<file path="config.mk">
export PLATFORM = sky130hd
export DESIGN_NAME = mip_chain_layout_core
export DESIGN_NICKNAME = d
export VERILOG_FILES = /design/src/design/mcl_pkg.sv /design/src/design/mip_chain_layout_core.sv /design/src/design/mcl_front.sv /design/src/design/mcl_queue.sv /design/src/design/mcl_back.sv
export VERILOG_INCLUDE_DIRS = /design/src /design/src/design
export SDC_FILE = /design/constraint.sdc
export NUM_CORES = 1
export LEC_CHECK = 0
export BUFFER_PORTS_ARGS = -buffer_cell sky130_fd_sc_hd__buf_2
export CORE_UTILIZATION = 60
export CTS_BUF_LIST = sky130_fd_sc_hd__clkbuf_8 sky130_fd_sc_hd__clkbuf_16
export CTS_CLUSTER_SIZE = 30
export DETAILED_ROUTE_END_ITERATION = 8
export PLACE_DENSITY_LB_ADDON = 0.25
export SLEW_MARGIN = 20
export SYNTH_ARGS = -nofsm -noshare
export SYNTH_HDL_FRONTEND = slang
export SYNTH_SLANG_ARGS = --single-unit
</file>
<file path="constraint.sdc">
create_clock -name clk -period 9.76 [get_ports clk]
set_input_delay 0 -clock clk [delete_from_list [all_inputs] [get_ports clk]]
set_output_delay 0 -clock clk [all_outputs]
set_load 0.005 [all_outputs]
</file>
<file path="src/design/mip_chain_layout_core_assert.svh">
// ----------------------------------------------------------------------------
// Assertion macros for the mip chain layout core
// Shared property templates clocked on clk and disabled during reset.
// ----------------------------------------------------------------------------
`ifndef MIP_CHAIN_LAYOUT_CORE_ASSERT_SVH
`define MIP_CHAIN_LAYOUT_CORE_ASSERT_SVH

// The consequent must hold in the same cycle as the antecedent.
`define MCL_ASSERT_IMPL(label, ante, cons, msg) \
    label: assert property (@(posedge clk) disable iff (!rst_n) (ante) |-> (cons)) \
        else $error(msg);

// The condition must hold at every clock edge outside reset.
`define MCL_ASSERT_ALWAYS(label, cond, msg) \
    label: assert property (@(posedge clk) disable iff (!rst_n) (cond)) \
        else $error(msg);

`endif

</file>
<file path="src/design/mcl_pkg.sv">
// ----------------------------------------------------------------------------
// Mip chain layout package
// Shared widths, format codes, descriptor and result types.
// ----------------------------------------------------------------------------
`default_nettype none

package mcl_pkg;

    localparam int MCL_MAX_LEVELS  = 16;
    localparam int MCL_QUEUE_DEPTH = 2;

    localparam int S_TDATA_W = 56;
    localparam int M_TDATA_W = 144;

    localparam logic [2:0] FMT_BLK8  = 3'd0;
    localparam logic [2:0] FMT_BLK16 = 3'd1;
    localparam logic [2:0] FMT_PIX4  = 3'd2;
    localparam logic [2:0] FMT_PIX1  = 3'd3;

    localparam logic [30:0] SIZE_MAX  = 31'h7FFF_FFFF;
    localparam logic [16:0] PITCH_MAX = 17'h1_FFFF;

    typedef enum logic [2:0] {
        CLS_BLK8,
        CLS_BLK16,
        CLS_PIX4,
        CLS_PIX1,
        CLS_NONE
    } cls_t;

    typedef struct packed {
        logic [14:0] w;
        logic [14:0] h;
        logic [11:0] d;
        cls_t        cls;
        logic [3:0]  last_idx;
    } desc_t;

    typedef struct packed {
        logic [3:0]  level_index;
        logic [30:0] byte_offset;
        logic [30:0] byte_size;
        logic [16:0] row_pitch;
        logic [14:0] row_count;
        logic [14:0] level_width;
        logic [14:0] level_height;
        logic [11:0] level_depth;
        logic        last_level;
    } res_t;

endpackage

`default_nettype wire

</file>
<file path="src/design/mip_chain_layout_core.sv">
// ----------------------------------------------------------------------------
// Mip chain layout core
// Lays out the mip chain of one texture: one result per level with offset,
// size, pitch, row count and level dimensions.
// ----------------------------------------------------------------------------
// Path: front end register, descriptor queue, level sequencer, product stage
// register and output register. Throughput: one level result per cycle while
// the output does not stall; the sequencer loads the next request in the
// cycle it issues the last level of the current one.
// Reset: rst_n clears all valid flags, queue pointers and the busy flag.
// ----------------------------------------------------------------------------
`default_nettype none
`include "mip_chain_layout_core_assert.svh"

module mip_chain_layout_core #(
    parameter int MAX_LEVELS  = mcl_pkg::MCL_MAX_LEVELS,
    parameter int QUEUE_DEPTH = mcl_pkg::MCL_QUEUE_DEPTH
) (
    input  wire logic                           clk,
    input  wire logic                           rst_n,
    input  wire logic                           s_tvalid,
    output logic                                s_tready,
    // base_width, base_height, base_depth, format_class, level_count
    input  wire logic [mcl_pkg::S_TDATA_W-1:0]  s_tdata,
    output logic                                m_tvalid,
    input  wire logic                           m_tready,
    // level_index, byte_offset, byte_size, row_pitch, row_count,
    // level_width, level_height, level_depth
    output logic [mcl_pkg::M_TDATA_W-1:0]       m_tdata,
    output logic                                m_tlast
);
    import mcl_pkg::*;

    logic  fq_valid;
    logic  fq_ready;
    desc_t fq_desc;
    logic  qb_valid;
    logic  qb_ready;
    desc_t qb_desc;
    res_t  res;

    mcl_front #(
        .MAX_LEVELS (MAX_LEVELS)
    ) u_front (
        .clk      (clk),
        .rst_n    (rst_n),
        .s_tvalid (s_tvalid),
        .s_tready (s_tready),
        .s_tdata  (s_tdata),
        .q_valid  (fq_valid),
        .q_ready  (fq_ready),
        .q_desc   (fq_desc)
    );

    mcl_queue #(
        .QUEUE_DEPTH (QUEUE_DEPTH)
    ) u_queue (
        .clk       (clk),
        .rst_n     (rst_n),
        .in_valid  (fq_valid),
        .in_ready  (fq_ready),
        .in_desc   (fq_desc),
        .out_valid (qb_valid),
        .out_ready (qb_ready),
        .out_desc  (qb_desc)
    );

    mcl_back u_back (
        .clk       (clk),
        .rst_n     (rst_n),
        .q_valid   (qb_valid),
        .q_ready   (qb_ready),
        .q_desc    (qb_desc),
        .res_valid (m_tvalid),
        .res_ready (m_tready),
        .res       (res)
    );

    assign m_tdata = {4'b0000, res.level_depth, res.level_height, res.level_width,
                      res.row_count, res.row_pitch, res.byte_size, res.byte_offset,
                      res.level_index};
    assign m_tlast = res.last_level;

    `MCL_ASSERT_IMPL(a_first_offset_zero, m_tvalid && (res.level_index == '0),
        res.byte_offset == '0, "Level zero result has a nonzero offset.")
    `MCL_ASSERT_IMPL(a_depth_floor, m_tvalid && (res.level_index != '0),
        res.level_depth != '0, "Depth of a later level fell to zero.")
    `MCL_ASSERT_IMPL(a_unsupported_zero, m_tvalid && (res.byte_size == '0),
        (res.row_pitch == '0) && (res.row_count == '0),
        "Zero size result carries a pitch or row count.")
    `MCL_ASSERT_ALWAYS(a_dims_nonzero,
        !m_tvalid || ((res.level_width != '0) && (res.level_height != '0)),
        "Level width or height is zero.")

endmodule

`default_nettype wire

</file>
<file path="src/design/mcl_front.sv">
// ----------------------------------------------------------------------------
// Mip chain layout front end
// Accepts texture requests, decodes the format and clamps the level count.
// ----------------------------------------------------------------------------
`default_nettype none

module mcl_front #(
    parameter int MAX_LEVELS = mcl_pkg::MCL_MAX_LEVELS
) (
    input  wire logic                           clk,
    input  wire logic                           rst_n,
    input  wire logic                           s_tvalid,
    output logic                                s_tready,
    input  wire logic [mcl_pkg::S_TDATA_W-1:0]  s_tdata,
    output logic                                q_valid,
    input  wire logic                           q_ready,
    output mcl_pkg::desc_t                      q_desc
);
    import mcl_pkg::*;

    logic        f_valid_reg;
    desc_t       f_desc_reg;
    desc_t       desc_next;
    logic [14:0] in_w;
    logic [14:0] in_h;
    logic [2:0]  in_cls;
    logic [4:0]  in_count;
    logic [4:0]  count_sat;
    logic [4:0]  count_m1;
    logic        s_fire;

    assign in_w     = s_tdata[14:0];
    assign in_h     = s_tdata[29:15];
    assign in_cls   = s_tdata[44:42];
    assign in_count = s_tdata[49:45];

    assign s_tready = !f_valid_reg || q_ready;
    assign s_fire   = s_tvalid && s_tready;

    assign count_sat = (in_count > 5'(MAX_LEVELS)) ? 5'(MAX_LEVELS) : in_count;
    assign count_m1  = count_sat - 5'd1;

    always_comb
    begin
        desc_next.w        = (in_w == '0) ? 15'd1 : in_w;
        desc_next.h        = (in_h == '0) ? 15'd1 : in_h;
        desc_next.d        = s_tdata[41:30];
        desc_next.last_idx = count_m1[3:0];
        unique case (in_cls)
            FMT_BLK8:  desc_next.cls = CLS_BLK8;
            FMT_BLK16: desc_next.cls = CLS_BLK16;
            FMT_PIX4:  desc_next.cls = CLS_PIX4;
            FMT_PIX1:  desc_next.cls = CLS_PIX1;
            default:   desc_next.cls = CLS_NONE;
        endcase
    end

    always_ff @(posedge clk or negedge rst_n)
    begin
        if (!rst_n)
        begin
            f_valid_reg <= 1'b0;
        end
        else if (s_fire)
        begin
            f_valid_reg <= (in_count != '0);
        end
        else if (q_ready)
        begin
            f_valid_reg <= 1'b0;
        end
    end

    always_ff @(posedge clk)
    begin
        if (s_fire)
        begin
            f_desc_reg <= desc_next;
        end
    end

    assign q_valid = f_valid_reg;
    assign q_desc  = f_desc_reg;

endmodule

`default_nettype wire

</file>
<file path="src/design/mcl_queue.sv">
// ----------------------------------------------------------------------------
// Mip chain layout descriptor queue
// Short FIFO that decouples the front end from the level sequencer.
// ----------------------------------------------------------------------------
`default_nettype none

module mcl_queue #(
    parameter int QUEUE_DEPTH = mcl_pkg::MCL_QUEUE_DEPTH
) (
    input  wire logic            clk,
    input  wire logic            rst_n,
    input  wire logic            in_valid,
    output logic                 in_ready,
    input  wire mcl_pkg::desc_t  in_desc,
    output logic                 out_valid,
    input  wire logic            out_ready,
    output mcl_pkg::desc_t       out_desc
);
    import mcl_pkg::*;

    localparam int PTR_W = (QUEUE_DEPTH > 1) ? $clog2(QUEUE_DEPTH) : 1;
    localparam int CNT_W = $clog2(QUEUE_DEPTH + 1);

    desc_t            mem [QUEUE_DEPTH];
    logic [PTR_W-1:0] wr_ptr_reg;
    logic [PTR_W-1:0] rd_ptr_reg;
    logic [CNT_W-1:0] fill_reg;
    logic             push;
    logic             pop;

    assign in_ready  = (fill_reg != CNT_W'(QUEUE_DEPTH));
    assign out_valid = (fill_reg != '0);
    assign push      = in_valid && in_ready;
    assign pop       = out_valid && out_ready;
    assign out_desc  = mem[rd_ptr_reg];

    always_ff @(posedge clk or negedge rst_n)
    begin
        if (!rst_n)
        begin
            wr_ptr_reg <= '0;
            rd_ptr_reg <= '0;
            fill_reg   <= '0;
        end
        else
        begin
            if (push)
            begin
                wr_ptr_reg <= (wr_ptr_reg == PTR_W'(QUEUE_DEPTH - 1)) ? '0
                                                                      : wr_ptr_reg + 1'b1;
            end
            if (pop)
            begin
                rd_ptr_reg <= (rd_ptr_reg == PTR_W'(QUEUE_DEPTH - 1)) ? '0
                                                                      : rd_ptr_reg + 1'b1;
            end
            if (push && !pop)
            begin
                fill_reg <= fill_reg + 1'b1;
            end
            else if (pop && !push)
            begin
                fill_reg <= fill_reg - 1'b1;
            end
        end
    end

    always_ff @(posedge clk)
    begin
        if (push)
        begin
            mem[wr_ptr_reg] <= in_desc;
        end
    end

endmodule

`default_nettype wire

</file>
<file path="src/design/mcl_back.sv">
// ----------------------------------------------------------------------------
// Mip chain layout back end
// Steps through the levels of one texture, multiplies out the level size and
// accumulates the running byte offset into a registered result.
// ----------------------------------------------------------------------------
`default_nettype none

module mcl_back (
    input  wire logic            clk,
    input  wire logic            rst_n,
    input  wire logic            q_valid,
    output logic                 q_ready,
    input  wire mcl_pkg::desc_t  q_desc,
    output logic                 res_valid,
    input  wire logic            res_ready,
    output mcl_pkg::res_t        res
);
    import mcl_pkg::*;

    logic        busy_reg;
    logic [14:0] w_reg;
    logic [14:0] h_reg;
    logic [11:0] d_reg;
    cls_t        cls_reg;
    logic [3:0]  idx_reg;
    logic [3:0]  last_idx_reg;

    logic        p_valid_reg;
    logic [29:0] p_prod_reg;
    cls_t        p_cls_reg;
    logic [16:0] p_pitch_reg;
    logic [14:0] p_rows_reg;
    logic [14:0] p_w_reg;
    logic [14:0] p_h_reg;
    logic [11:0] p_d_reg;
    logic [3:0]  p_idx_reg;
    logic        p_last_reg;

    logic        o_valid_reg;
    res_t        o_res_reg;
    logic [30:0] run_reg;

    logic        o_ready;
    logic        p_ready;
    logic        gen_fire;
    logic        gen_last;
    logic        q_pop;
    logic        p_move;

    logic [15:0] w_p3;
    logic [15:0] h_p3;
    logic [13:0] bw;
    logic [13:0] bh;
    logic [14:0] op_a;
    logic [14:0] op_b;
    logic [17:0] pitch_wide;
    logic [16:0] pitch_sat;
    logic [14:0] rows;
    logic [29:0] prod;
    logic [14:0] w_half;
    logic [14:0] h_half;
    logic [11:0] d_half;

    logic [33:0] size_wide;
    logic [30:0] size_sat;
    logic [30:0] off_cur;
    logic [31:0] off_sum;
    logic [30:0] run_next;

    assign o_ready  = !o_valid_reg || res_ready;
    assign p_ready  = !p_valid_reg || o_ready;
    assign p_move   = p_valid_reg && o_ready;
    assign gen_fire = busy_reg && p_ready;
    assign gen_last = (idx_reg == last_idx_reg);
    assign q_pop    = q_valid && (!busy_reg || (gen_fire && gen_last));
    assign q_ready  = !busy_reg || (gen_fire && gen_last);

    assign w_p3   = {1'b0, w_reg} + 16'd3;
    assign h_p3   = {1'b0, h_reg} + 16'd3;
    assign bw     = w_p3[15:2];
    assign bh     = h_p3[15:2];
    assign w_half = (w_reg[14:1] == '0) ? 15'd1 : {1'b0, w_reg[14:1]};
    assign h_half = (h_reg[14:1] == '0) ? 15'd1 : {1'b0, h_reg[14:1]};
    assign d_half = (d_reg[11:1] == '0) ? 12'd1 : {1'b0, d_reg[11:1]};

    always_comb
    begin
        case (cls_reg)
            CLS_BLK8:
            begin
                op_a       = {1'b0, bw};
                op_b       = {1'b0, bh};
                pitch_wide = {1'b0, bw, 3'b000};
                rows       = {1'b0, bh};
            end
            CLS_BLK16:
            begin
                op_a       = {1'b0, bw};
                op_b       = {1'b0, bh};
                pitch_wide = {bw, 4'b0000};
                rows       = {1'b0, bh};
            end
            CLS_PIX4:
            begin
                op_a       = w_reg;
                op_b       = h_reg;
                pitch_wide = {1'b0, w_reg, 2'b00};
                rows       = h_reg;
            end
            CLS_PIX1:
            begin
                op_a       = w_reg;
                op_b       = h_reg;
                pitch_wide = {3'b000, w_reg};
                rows       = h_reg;
            end
            default:
            begin
                op_a       = '0;
                op_b       = '0;
                pitch_wide = '0;
                rows       = '0;
            end
        endcase
    end

    assign pitch_sat = pitch_wide[17] ? PITCH_MAX : pitch_wide[16:0];
    assign prod      = op_a * op_b;

    always_comb
    begin
        case (p_cls_reg)
            CLS_BLK8:  size_wide = {1'b0, p_prod_reg, 3'b000};
            CLS_BLK16: size_wide = {p_prod_reg, 4'b0000};
            CLS_PIX4:  size_wide = {2'b00, p_prod_reg, 2'b00};
            CLS_PIX1:  size_wide = {4'b0000, p_prod_reg};
            default:   size_wide = '0;
        endcase
    end

    assign size_sat = (size_wide[33:31] != '0) ? SIZE_MAX : size_wide[30:0];
    assign off_cur  = (p_idx_reg == '0) ? '0 : run_reg;
    assign off_sum  = {1'b0, off_cur} + {1'b0, size_sat};
    assign run_next = off_sum[31] ? SIZE_MAX : off_sum[30:0];

    always_ff @(posedge clk or negedge rst_n)
    begin
        if (!rst_n)
        begin
            busy_reg    <= 1'b0;
            p_valid_reg <= 1'b0;
            o_valid_reg <= 1'b0;
        end
        else
        begin
            if (q_pop)
            begin
                busy_reg <= 1'b1;
            end
            else if (gen_fire && gen_last)
            begin
                busy_reg <= 1'b0;
            end
            if (p_ready)
            begin
                p_valid_reg <= gen_fire;
            end
            if (o_ready)
            begin
                o_valid_reg <= p_valid_reg;
            end
        end
    end

    always_ff @(posedge clk)
    begin
        if (q_pop)
        begin
            w_reg        <= q_desc.w;
            h_reg        <= q_desc.h;
            d_reg        <= q_desc.d;
            cls_reg      <= q_desc.cls;
            idx_reg      <= '0;
            last_idx_reg <= q_desc.last_idx;
        end
        else if (gen_fire)
        begin
            w_reg   <= w_half;
            h_reg   <= h_half;
            d_reg   <= d_half;
            idx_reg <= idx_reg + 1'b1;
        end

        if (gen_fire)
        begin
            p_prod_reg  <= prod;
            p_cls_reg   <= cls_reg;
            p_pitch_reg <= pitch_sat;
            p_rows_reg  <= rows;
            p_w_reg     <= w_reg;
            p_h_reg     <= h_reg;
            p_d_reg     <= d_reg;
            p_idx_reg   <= idx_reg;
            p_last_reg  <= gen_last;
        end

        if (p_move)
        begin
            run_reg                <= run_next;
            o_res_reg.level_index  <= p_idx_reg;
            o_res_reg.byte_offset  <= off_cur;
            o_res_reg.byte_size    <= size_sat;
            o_res_reg.row_pitch    <= p_pitch_reg;
            o_res_reg.row_count    <= p_rows_reg;
            o_res_reg.level_width  <= p_w_reg;
            o_res_reg.level_height <= p_h_reg;
            o_res_reg.level_depth  <= p_d_reg;
            o_res_reg.last_level   <= p_last_reg;
        end
    end

    assign res_valid = o_valid_reg;
    assign res       = o_res_reg;

endmodule

`default_nettype wire

</file>
After elaboration in Yosys (flattened, before gate mapping)
Memories as Yosys holds them, arrays and structs flattened.
Cells that the tools add are included.
{"block": "op_classes", "addsub": 9, "n_mul": 1, "n_div": 0, "order_cmp": 1, "eq_ne": 11, "shift": 0, "muxes": 27, "n_bitwise": 0, "n_reduce_logical": 36}
{"operator": "$pmux 34 s4", "count": 1}
{"operator": "$pmux 18 s4", "count": 1}
{"operator": "$mux 31", "count": 2}
{"operator": "$mux 15", "count": 4}
{"operator": "$pmux 15 s2", "count": 2}
{"operator": "$add 15x2->16 const B", "count": 2}
{"operator": "$add 31x31->32", "count": 1}
{"operator": "$logic_not 15->1", "count": 2}
{"operator": "$mul 15x15->30", "count": 1}
{"operator": "$logic_not 14->1", "count": 2}
{"operator": "$mux 14", "count": 2}
{"operator": "$mux 12", "count": 2}
{"operator": "$eq 3x2->1 const B", "count": 6}
{"operator": "$pmux 3 s4", "count": 1}
{"operator": "$logic_not 11->1", "count": 1}
{"operator": "$mux 11", "count": 1}
{"operator": "$reduce_bool 2->1", "count": 5}
{"operator": "$eq 3x1->1 const B", "count": 3}
{"operator": "$logic_not 3->1", "count": 3}
{"operator": "$logic_and 1x1->1", "count": 8}
{"operator": "$mux 1", "count": 8}
{"operator": "$logic_not 1->1", "count": 6}
{"operator": "$gt 5x5->1 const B", "count": 1}
{"operator": "$reduce_bool 5->1", "count": 1}
{"operator": "other kinds (13)", "count": 19}
{"block": "totals", "ff_bits": 394, "latchBits": 0, "mem_bits_rw": 98, "romBits": 0, "in_bits": 60, "output_inout_bits": 147, "mem_count": 1}
{"name": "u_queue.mem", "depth": 2, "width": 49, "read_ports": 1, "rd_clocked_by_memory_dff": 0, "wr": 1, "line_no": "mcl_queue.sv:24", "rtl": "desc_t mem [QUEUE_DEPTH];"}

Longest topological paths before layout
{"block": "depth", "ltp_word": 10, "mapped_depth": 30, "mapped_depth_nobuf": 28}

Hierarchy
From an unflattened synthesis, not the netlist that was laid out.
{"block": "unflattened", "hier_cells": 2332, "hier_area_um2": 28269.6}
{"mod": "mcl_back", "n_inst": 1, "cells_per_inst": 2051, "area_each_um2": 22462.8}
{"mod": "mcl_queue", "n_inst": 1, "cells_per_inst": 171, "area_each_um2": 3983.8}
{"mod": "mcl_front", "n_inst": 1, "cells_per_inst": 105, "area_each_um2": 1789.2}
{"mod": "mip_chain_layout_core", "n_inst": 1, "cells_per_inst": 5, "area_each_um2": 33.8}

Worst setup path after synthesis
Ideal clock, no wire load.
{"block": "synth_path", "path_kind": "reg2reg", "start": "register u_back.w_reg[0]", "end": "register u_back.p_prod_reg[29], data pin", "setup_time_ns": 0.259, "t_arrival_ns": 7.113, "required_ns": 9.501, "path_slack_ns": 2.388, "stages_incl_launch_ff": 31, "n_path_buf": 2, "synth_period_minus_slack_ns": 7.372, "cell_sequence": "edfxtp_1 > buf_2 > o211a_4 > nand3_4 > nor2_1 > nand4_1 > xnor2_1 > mux2_2 > nor2b_1 > buf_2 > nand2_1 > fa_1 > fa_1 > inv_1 > fa_1 > inv_1 > fa_1 > inv_1 > fa_1 > inv_1 > fa_1 > inv_1 > ha_1 > a21oi_1 > o211ai_1 > a221oi_2 > o41ai_2 > a311oi_2 > o21ai_0 > a21oi_1 > xnor2_1"}
{"block": "synth_between", "elab_chain_len": 3}
{"item": "start, declared", "line_no": "mcl_back.sv:21", "rtl": "logic [14:0] w_reg;"}
{"item": "start signal, assigned", "line_no": "mcl_back.sv:179", "rtl": "w_reg <= q_desc.w;"}
{"item": "start signal, assigned", "line_no": "mcl_back.sv:188", "rtl": "w_reg <= w_half;"}
{"item": "$add 15x2->16", "line_no": "mcl_back.sv:78", "rtl": "assign w_p3 = {1'b0, w_reg} + 16'd3;"}
{"item": "$pmux 15 s2 *", "line_no": "mcl_back.sv:88", "rtl": "case (cls_reg)"}
{"item": "$mul 15x15->30 *", "line_no": "mcl_back.sv:128", "rtl": "assign prod = op_a * op_b;"}
{"item": "net u_back.prod[29]", "line_no": "mcl_back.sv:59", "rtl": "logic [29:0] prod;"}
{"item": "end signal, assigned", "line_no": "mcl_back.sv:196", "rtl": "p_prod_reg <= prod;"}
{"item": "end, declared", "line_no": "mcl_back.sv:29", "rtl": "logic [29:0] p_prod_reg;"}
The timed path passes the listed nets; every way through them passes the cells marked *.
A chain may end at the register's enable or synchronous reset.

Worst setup path in the final report
{"block": "layout_path", "start": "register u_back.w_reg[10]", "end": "register u_back.p_prod_reg[29], data pin"}
Same word-level chain as after synthesis.

==> flow_metrics.tcl <==
set metrics [dict create \
    postRouteAntennaNets 0 \
    slowest_stage "edfxtp_1" \
    drt_first_iter_violations 1506 \
    yosys.area.top_type "edfxtp_1" \
    peakVddDrop_mv 0.183 \
    clk_latency_ns 0.61 \
    grt_pass1_wl_microns 98400 \
    grt_pass1_vias 18700 \
    start_util 0.610 \
    power_density_nw_per_um2 278 \
    clk_pin_slew_ns 0.06 \
    nets 2865 \
    die_w_microns 217 \
    cp-end-kind "flip-flop" \
    power_frac_seq 0.394 \
    crit_buf_inv 4 \
    num_rows 78 \
    ios 207 \
    cts_root_buf "clkbuf_16" \
    worstHoldPathType "in -> reg" \
    synth-edff-count 480 \
    cts_tree "built" \
    fin_crit_sh 0.863 \
    largest_register_ffs 141 \
    drv_slew 0 \
    dieArea_sq_um 47100 \
    postCtsHoldBufs 56 \
    synthFlopType "edfxtp_1" \
    worst_slack_ns 1.34 \
    cts_sinks 492 \
    netlist_area_sq_um 27800 \
    grt_max_degree 75 \
    timing.critical_path.mode_cell "fa_1" \
    gr-total-overflow 0 \
    clock.fmax_ghz 0.119 \
    synth.most_common_cell "edfxtp_1" \
    wirelength_microns 62200 \
    vias 18300 \
    core_sq_um 45500 \
    ys_async_sr_fraction 0.0163 \
    fin_skew_ns 0.0352 \
    ctsResizeCount 0 \
    combPwrFrac 0.395 \
    critPathTopFamily "adder cells" \
    net-switching-power_mw 3.22 \
    dpl.hpwl_microns 44100 \
    numPortBuffers 196 \
    max_slew_margin 0.242 \
    ys_seq_area_frac 0.530 \
    numCtsBuffers 48 \
    htreeDepth 2 \
    max-clock-path-buffers 3 \
    syn_inst 2310 \
    switching_share 0.369 \
    worst_setup_path_start_kind "flip-flop" \
    grt_usage 0.270 \
    worst_pin_slew_ns 1.13 \
    antennaDiodeCount 0 \
    drt-pass1-iter-count 6 \
    synth-seq-cells 492 \
    worstPathArrival_ns 8.75 \
    drc 0 \
    dp_worst_setup_slack_ns 1.44 \
    place_congestion 0.935 \
    setup_tns_ns 0 \
    internal_power_mw 5.50 \
    finalHoldViolCount 0 \
    p_leak_nw 13.1 \
    rsz0062_at_grt "false" \
    status "finished clean" \
    synth.area.top_cells "edfxtp_1, fa_1, ha_1, nand2_1, inv_1" \
    cp_max_fo 12 \
    power.share.clock 0.211 \
    wl_per_cell_microns 19.8 \
    die_y_microns 217 \
    synth_common_cells "edfxtp_1, nand2_1, inv_1, nor2_1, fa_1" \
    crit_type "reg -> reg" \
    yosysWarnings 0 \
    antenna_found_initial 0 \
    cp_data_required_time_ns 10.09 \
    setup_viol_count_final 0 \
    synth_cell_type_count 81 \
    post_cts_buffers 0 \
    syn_to_final_growth_pct 13.1 \
    period_needed_ns 8.42 \
    avgSynthCellArea_sq_um 12.0 \
    cpPeakStageDelay_ns 0.67 \
    synth_top_area_frac 0.519 \
    drive_above_1_share 0.139 \
    max_cap_violations 0 \
    via_per_inst 5.80 \
]
cells by family after synthesis:
family / count (synthesis) / synth area share
xor+xnor: 73 / 0.0230
fa+ha+maj: 296 / 0.179
mux: 59 / 0.0216
simple gates: 644 / 0.105
other cells: 1 / 0.000135
compound gates: 384 / 0.0911
flops: 492 / 0.530
buf+inv: 361 / 0.0507
power groups by stage:
| stage | combinational, mW | sequential [mW] | clock, mW |
|---|---|---|---|
| finish | 3.44 | 3.44 | 1.84 |
| global route | 3.87 | 3.49 | 1.94 |
| CTS | 3.43 | 3.43 | 1.87 |
| detailed placement | 3.38 | 3.47 | 0 |
| global placement | 3.28 | 3.44 | 0 |
| floorplan | 2.56 | 3.36 | 0 |
metrics by stage:
stage / power, mW / hold WS, ns / area (sq um) / utilization / std cells
detailed placement: 6.85 / -0.144 / 29200 / 0.643 / 3003
global route: 9.30 / 0.0876 / 31400 / 0.690 / 3147
finish: 8.72 / 0.105 / 31400 / 0.690 / 3147
floorplan: 5.91 / -0.296 / 27800 / - / 2313
global placement: 6.72 / -0.151 / 29200 / 0.643 / 3003
CTS: 8.74 / 0.0779 / 31400 / 0.690 / 3147
layout by cell type, fill, tap and decap left out, types with 7 or more instances in the layout:
master         instances
a211oi_1              11
a21o_1                31
a21oi_1               81
a22oi_1               54
a31oi_1               19
and2_1                19
and3_1                 9
buf_2                196
buf_4                 28
clkbuf_16             48
clkinv_1               7
clkinv_2              11
dfrtp_1                7
dlygate4sd3_1         56
edfxtp_1             480
fa_1                 168
ha_1                 128
inv_1                231
mux2_2                 8
mux2i_1               51
nand2_1              261
nand2b_1              18
nand3_1               50
nand4_1                7
nor2_1               168
nor2b_1               43
nor3_1                20
nor4_1                12
o211ai_1               9
o21a_1                12
o21ai_0               98
o21bai_1              10
xnor2_1               48
xor2_1                25
metal layers:
metal	track usage	part of all wire
met1	0.348	0.41
met2	0.466	0.50
met3	0.0362	0.057
met4	0.104	0.036
met5	0	0
worst paths after layout:
path,slack (ns),cells after the start,to,startpoint
setup / recovery,1.34,26,u_back.p_prod_reg[29],u_back.w_reg[10]
min in group asynchronous,0.39,3,u_back.p_valid_reg,rst_n
setup reg to reg,1.34,26,u_back.p_prod_reg[29],u_back.w_reg[10]
max in group asynchronous,9.07,3,u_queue.rd_ptr_reg,rst_n
hold / removal,0.10,2,u_front.q_desc[9],s_tdata[32]
hold reg to reg,0.41,0,u_back.res[43],u_back.p_rows_reg[0]
cell type report:
| class | instances | area (sq um) |
|---|---|---|
| clock inverter | 40 | 383 |
| sequential | 492 | 14700 |
| clock buffer | 48 | 1200 |
| fill | 3218 | 14100 |
| inverter | 227 | 852 |
| tap | 600 | 751 |
| multi-input combinational | 1460 | 11700 |
| timing repair buffer | 280 | 1750 |
No activity file was read; power rests on OpenSTA's default activity.
